## config.mk

```make
export PLATFORM = sky130hd
export DESIGN_NAME = iafd_div_cell
export DESIGN_NICKNAME = d
export VERILOG_FILES = /design/src/hw/rtl/iafd_pkg.sv /design/src/hw/rtl/iafd_div_cell.sv
export SDC_FILE = /design/constraint.sdc
export NUM_CORES = 1
export LEC_CHECK = 0
export BUFFER_PORTS_ARGS = -buffer_cell sky130_fd_sc_hd__buf_2
export CORE_UTILIZATION = 40
export DETAILED_ROUTE_END_ITERATION = 8
export MAX_ROUTING_LAYER = met4
export PLACE_DENSITY_LB_ADDON = 0.25
export SLEW_MARGIN = 20
export SYNTH_ARGS = -nofsm -noshare
export SYNTH_HDL_FRONTEND = slang
export SYNTH_SLANG_ARGS = --single-unit
```

## constraint.sdc

```tcl
create_clock -name aclk -period 6 [get_ports aclk]
set_input_delay 0.9 -clock aclk [delete_from_list [all_inputs] [get_ports aclk]]
set_output_delay 0.9 -clock aclk [all_outputs]
set_load 0.01 [all_outputs]
```

## src/hw/rtl/iafd_pkg.sv

```systemverilog
// ----------------------------------------------------------------------------
// iafd_pkg
// Shared types and constants of the integer ALU with floor division.
// ----------------------------------------------------------------------------
`timescale 1ns / 1ps
package iafd_pkg;
    localparam int DATA_WIDTH_DEF = 32;
    localparam int ACT_W = 3;

    typedef enum logic [ACT_W-1:0] {
        ACT_ADD = 3'd0,
        ACT_SUB = 3'd1,
        ACT_MUL = 3'd2,
        ACT_DIV = 3'd3,
        ACT_LT  = 3'd4,
        ACT_GT  = 3'd5
    } action_t;

    // Per-item control carried down the divider chain
    typedef struct packed {
        logic       vld;
        logic [ACT_W-1:0] act;
        logic       neg_q;   // quotient sign differs
        logic       dz;      // divisor zero
    } ctl_t;
endpackage

```

## src/hw/rtl/iafd_div_cell.sv

```systemverilog
// ----------------------------------------------------------------------------
// iafd_div_cell
// One restoring division step: shifts in one dividend bit, trial subtract.
// ----------------------------------------------------------------------------
`timescale 1ns / 1ps
module iafd_div_cell #(
    parameter int W = iafd_pkg::DATA_WIDTH_DEF
) (
    input  logic             aclk,
    input  logic             aresetn,
    input  logic             en,
    input  iafd_pkg::ctl_t   ctl_in,
    input  logic [W-1:0]     rem_in,
    input  logic [W-1:0]     quo_in,   // dividend bits shifted out as quotient fills
    input  logic [W-1:0]     dsr_in,
    input  logic [W-1:0]     res_in,   // non-divide result riding along
    output iafd_pkg::ctl_t   ctl_out,
    output logic [W-1:0]     rem_out,
    output logic [W-1:0]     quo_out,
    output logic [W-1:0]     dsr_out,
    output logic [W-1:0]     res_out
);
    import iafd_pkg::*;

    logic [W:0]   trial;
    logic [W:0]   diff;
    logic         take;
    ctl_t         ctl_reg;
    logic [W-1:0] rem_reg, quo_reg, dsr_reg, res_reg;

    // Trial subtraction
    assign trial = {rem_in, quo_in[W-1]};
    assign diff  = trial - {1'b0, dsr_in};
    assign take  = !diff[W];

    always_ff @(posedge aclk) begin
        if (!aresetn) begin
            ctl_reg <= '0;
        end else if (en) begin
            ctl_reg <= ctl_in;
        end
    end

    always_ff @(posedge aclk) begin
        if (en) begin
            rem_reg <= take ? diff[W-1:0] : trial[W-1:0];
            quo_reg <= {quo_in[W-2:0], take};
            dsr_reg <= dsr_in;
            res_reg <= res_in;
        end
    end

    assign ctl_out = ctl_reg;
    assign rem_out = rem_reg;
    assign quo_out = quo_reg;
    assign dsr_out = dsr_reg;
    assign res_out = res_reg;
endmodule

```

==> results_tabular.tex <==
\begin{tabular}{lr}
\hline
Metric & Value \\
\hline
\multicolumn{2}{l}{\textbf{STA}} \\
\quad Post-route clock skew & 0 ps \\
\quad Final Setup Violations & 0 \\
\quad Timing-limited maximum frequency & 249 MHz \\
\quad Number of hold-slack violations in the final timing report & 0 \\
\quad Worst Slack Setup Final & 1980 ps \\
\quad Slew at the pin closest to its max-slew limit & 1020 ps \\
\quad Worst max-slew margin expressed relative to the limit & 0.320 \\
\quad Setup TNS Final & 0 ps \\
\quad Period Utilization, post-route & 0.670 \\
\quad Time the worst path needs with I/O delays and setup & 4020 ps \\
\quad Max-slew violations & 0 \\
\quad Unrepaired setup endpoints after global routing & no \\
\multicolumn{2}{l}{\textbf{Critical path}} \\
\quad CP Launch Type & primary input \\
\quad Data arrival time of the critical path & 4180 ps \\
\quad Number of buffer and inverter stages on the critical path & 3 \\
\quad Critical path's largest stage delay & 650 ps \\
\quad Type of element capturing the critical path & flip-flop \\
\quad Sequence of cells on the critical path & buf\_2, inv\_1, ha\_1, a21oi\_2, o211ai\_1, a221o\_1, a211o\_1, o21a\_1, o211ai\_4, inv\_2, mux2\_4 \\
\quad Worst path required time & 6170 ps \\
\quad Category of the most critical setup path & primary input to flip-flop \\
\quad Crit path max-delay family & compound AO/OA/AOI/OAI gates \\
\quad Peak fanout along the critical path & 28 \\
\quad Slowest-stage cell, CP & sky130\_fd\_sc\_hd\_\_o211ai\_4 \\
\multicolumn{2}{l}{\textbf{Clocking}} \\
\quad Largest buffer count on any clock path & 2 \\
\quad Insertion delay of the later-clocked pin in the worst-skew pair & 410 ps \\
\quad Clock slew at reported path FFs & 60 ps \\
\quad TritonCTS clock tree & built \\
\quad Deepest level of the CTS H-tree & 4 \\
\quad Number of resized instances in the post-cts repair step & 0 \\
\quad Cell at the root of the clock tree & sky130\_fd\_sc\_hd\_\_clkbuf\_16 \\
\quad Post-CTS Hold Buffers & 0 \\
\quad Setup Fix Bufs, Post-CTS & 0 \\
\quad Clock net sink count & 134 \\
\quad Num CTS Buffers & 17 \\
\multicolumn{2}{l}{\textbf{Place}} \\
\quad Worst setup timing slack at the placement stage & 1540 ps \\
\quad Number of I/O port buffers & 270 \\
\quad Routability-driven placement congestion ratio & 0.793 \\
\quad Dpl hpwl & 13.1 mm \\
\multicolumn{2}{l}{\textbf{Yosys}} \\
\quad Yosys reg bits & 134 \\
\quad Net count after synthesis & 677 \\
\quad Top post-synthesis cells by area & sky130\_fd\_sc\_hd\_\_edfxtp\_1, sky130\_fd\_sc\_hd\_\_ha\_1, sky130\_fd\_sc\_hd\_\_mux2\_4 \\
\quad Post-synthesis sequential area ratio & 0.608 \\
\quad Library cell with the largest summed area after synthesis & sky130\_fd\_sc\_hd\_\_edfxtp\_1 \\
\quad Synthesized cell area & 6520 sq um \\
\quad Primary flip-flop cell chosen by synthesis mapping & sky130\_fd\_sc\_hd\_\_edfxtp\_1 \\
\quad Mean instance size in the synthesized netlist & 12.9 sq um \\
\quad Share of Yosys cell area claimed by the top area cell type & 0.590 \\
\quad Count of distinct cell types in the synthesized netlist & 51 \\
\quad Number of warning messages in the yosys log & 0 \\
\quad Number of synthesized flops with an enable pin & 128 \\
\quad Gate count after technology mapping & 507 \\
\quad Share of synthesized registers carrying an async set or reset & 0 \\
\multicolumn{2}{l}{\textbf{Worst hold path}} \\
\quad Min-Delay Path Class & flip-flop to flip-flop \\
\multicolumn{2}{l}{\textbf{Routing}} \\
\quad First-pass iteration count of the detailed router & 4 \\
\quad Detailed-route wire length on metal 1 & 7.22 mm \\
\quad Routed vias & 5,017 \\
\quad Initial DRC count & 153 \\
\quad Met2 Wirelength & 8.20 mm \\
\quad Remaining antenna violation count & 0 \\
\quad Number of vias per cell & 4.96 \\
\quad DR WL met3 & 1.17 mm \\
\quad Routed length per placed instance & 16.6 um \\
\quad Total wire length after detailed routing & 16.8 mm \\
\quad Top routing layer used & met4 \\
\quad Drt drc & 0 \\
\multicolumn{2}{l}{\textbf{Layout}} \\
\quad Register area & 3960 sq um \\
\quad Layout Area Growth over Synthesis & 32.8\% \\
\quad Area occupied by multi-input gates & 2310 sq um \\
\quad Count of fill cells added during filler insertion & 1,447 \\
\quad Share of cells above drive strength 1 & 0.411 \\
\quad Final Util & 0.545 \\
\quad Final-stage net count & 951 \\
\multicolumn{2}{l}{\textbf{GRT}} \\
\quad Via count of the first global-routing pass & 4,868 \\
\quad Number of antenna violations at the first check in global routing & 1 \\
\quad Pin count of the biggest net entering global routing & 79 \\
\quad Total overflow reported by the global router & 0 \\
\quad All-layer global routing usage & 0.205 \\
\quad Wire length of the first global-routing pass & 25.0 mm \\
\multicolumn{2}{l}{\textbf{Power}} \\
\quad Leakage dissipation & 3.95 nW \\
\quad Power density over cell area & 313 nW/um\^{}2 \\
\quad Largest vdd supply drop & 0.000181 V \\
\multicolumn{2}{l}{\textbf{Flow run}} \\
\quad Number of maximum-capacitance constraint violations & 0 \\
\multicolumn{2}{l}{\textbf{Floorplan}} \\
\quad Die W & 130 um \\
\quad Initial Util & 0.410 \\
\quad Die Footprint & 16,800 sq um \\
\quad Placement row count & 46 \\
\quad Placeable core region & 15,900 sq um \\
\quad Die height & 130 um \\
\quad Top Ports & 271 \\
\multicolumn{2}{l}{\textbf{Run status}} \\
\quad Status & complete, no violations \\
\hline
\end{tabular}
[worst reg2reg max path, delay by kind of cell, from the launching register on]
kind	cells	cell delay (ps)
flip-flops	1	310
multiplexers	1	140
AND/OR/NAND/NOR	1	60
[final timing paths]
path / depth (start not counted) / slack [ps] / end / start
worst min-delay path: 2 / 520 / ctl_out[5] / ctl_out[5]
worst max register to register: 2 / 5390 / ctl_out[3] / ctl_out[3]
worst max-delay path: 11 / 1980 / rem_out[25] / dsr_in[13]
worst min register to register: 2 / 520 / ctl_out[5] / ctl_out[5]
[area by class of cell]
class                      count  share of cell area
antenna                        1            0.000289
clock buffer                  17              0.0491
clock inverter                15              0.0185
inverter                      42              0.0182
multi-input combinational    315               0.267
sequential                   134               0.458
tap                          216              0.0312
timing repair buffer         271               0.158
[synthesized netlist by cell type (all sizes together) (2+ instances only)]
master     n
a31oi      2
o21a       6
and4       2
inv       42
xor2      10
nand4      7
buf        4
o41ai      2
o31ai      5
o21ai     24
mux2      18
o21bai     5
a211oi     4
xnor2     14
nand3     11
and3       6
clkbuf    12
a21o      15
ha        32
o2111ai    2
and2       3
a21boi     2
nor3       4
o211ai     9
edfxtp   128
nand2     44
dfxtp      6
nor2b     11
a21oi     36
nor2      16
nand2b     5
mux2i      6
[through the flow]
| step | hold slack, ps | cells | power (mW) | area (sq um) |
|---|---|---|---|---|
| 2_1_floorplan | 539 | 507 | 1.49 | 6520 |
| 3_3_place_gp | 504 | 978 | 1.69 | 8070 |
| 3_5_place_dp | 508 | 978 | 1.70 | 8070 |
| 4_1_cts | 525 | 1010 | 2.74 | 8660 |
| 5_1_grt | 539 | 1011 | 2.83 | 8660 |
| 6_report | 516 | 1011 | 2.71 | 8660 |
[per-layer routing]
layer | GRT usage | vias up
li1 | - | 2445
met1 | 0.241 | 2370
met2 | 0.334 | 185
met3 | 0.0599 | 17
met4 | 0.0725 | 0
met5 | - | -
[cell usage in the layout (no fill, tap or decap), drive strengths merged, types with 3 or more instances in the layout]
| cell | count |
|---|---|
| and2 | 3 |
| nor3 | 4 |
| nand4 | 7 |
| o31ai | 5 |
| a21o | 15 |
| buf | 271 |
| o211ai | 9 |
| o21ai | 24 |
| xor2 | 10 |
| mux2 | 18 |
| nand3 | 11 |
| a21oi | 36 |
| dfxtp | 6 |
| nand2b | 5 |
| edfxtp | 128 |
| o21bai | 5 |
| nand2 | 44 |
| clkinv | 4 |
| and3 | 6 |
| a211oi | 4 |
| nor2 | 16 |
| clkbuf | 17 |
| inv | 51 |
| ha | 32 |
| o21a | 6 |
| mux2i | 6 |
| xnor2 | 14 |
| nor2b | 11 |
[report_power, final]
| part | total (mW) | internal, mW | switching (mW) |
|---|---|---|---|
| Combinational | 0.520 | 0.229 | 0.291 |
| Sequential | 1.16 | 1.14 | 0.0219 |
| Clock | 1.03 | 0.590 | 0.442 |
[flip-flops by register name, summed over array words and instances, names as in the netlist]
register  flops
ctl_out       6
dsr_out      32
res_out      32
rem_out      32
quo_out      32
[kinds of logic (layout without fill, tap and decap cells)]
group | after synthesis | after routing | share of synthesized area
other | 0 | 1 | 0
flip-flops | 134 | 134 | 0.608
AND/OR/NAND/NOR | 114 | 114 | 0.0852
multiplexers | 24 | 24 | 0.0507
XOR/XNOR | 24 | 24 | 0.0322
buffers and inverters | 58 | 345 | 0.0370
AO/OA/AOI/OAI | 120 | 120 | 0.122
adder cells (fa/ha/maj) | 33 | 33 | 0.0645
No activity file was read; power rests on OpenSTA's default activity.
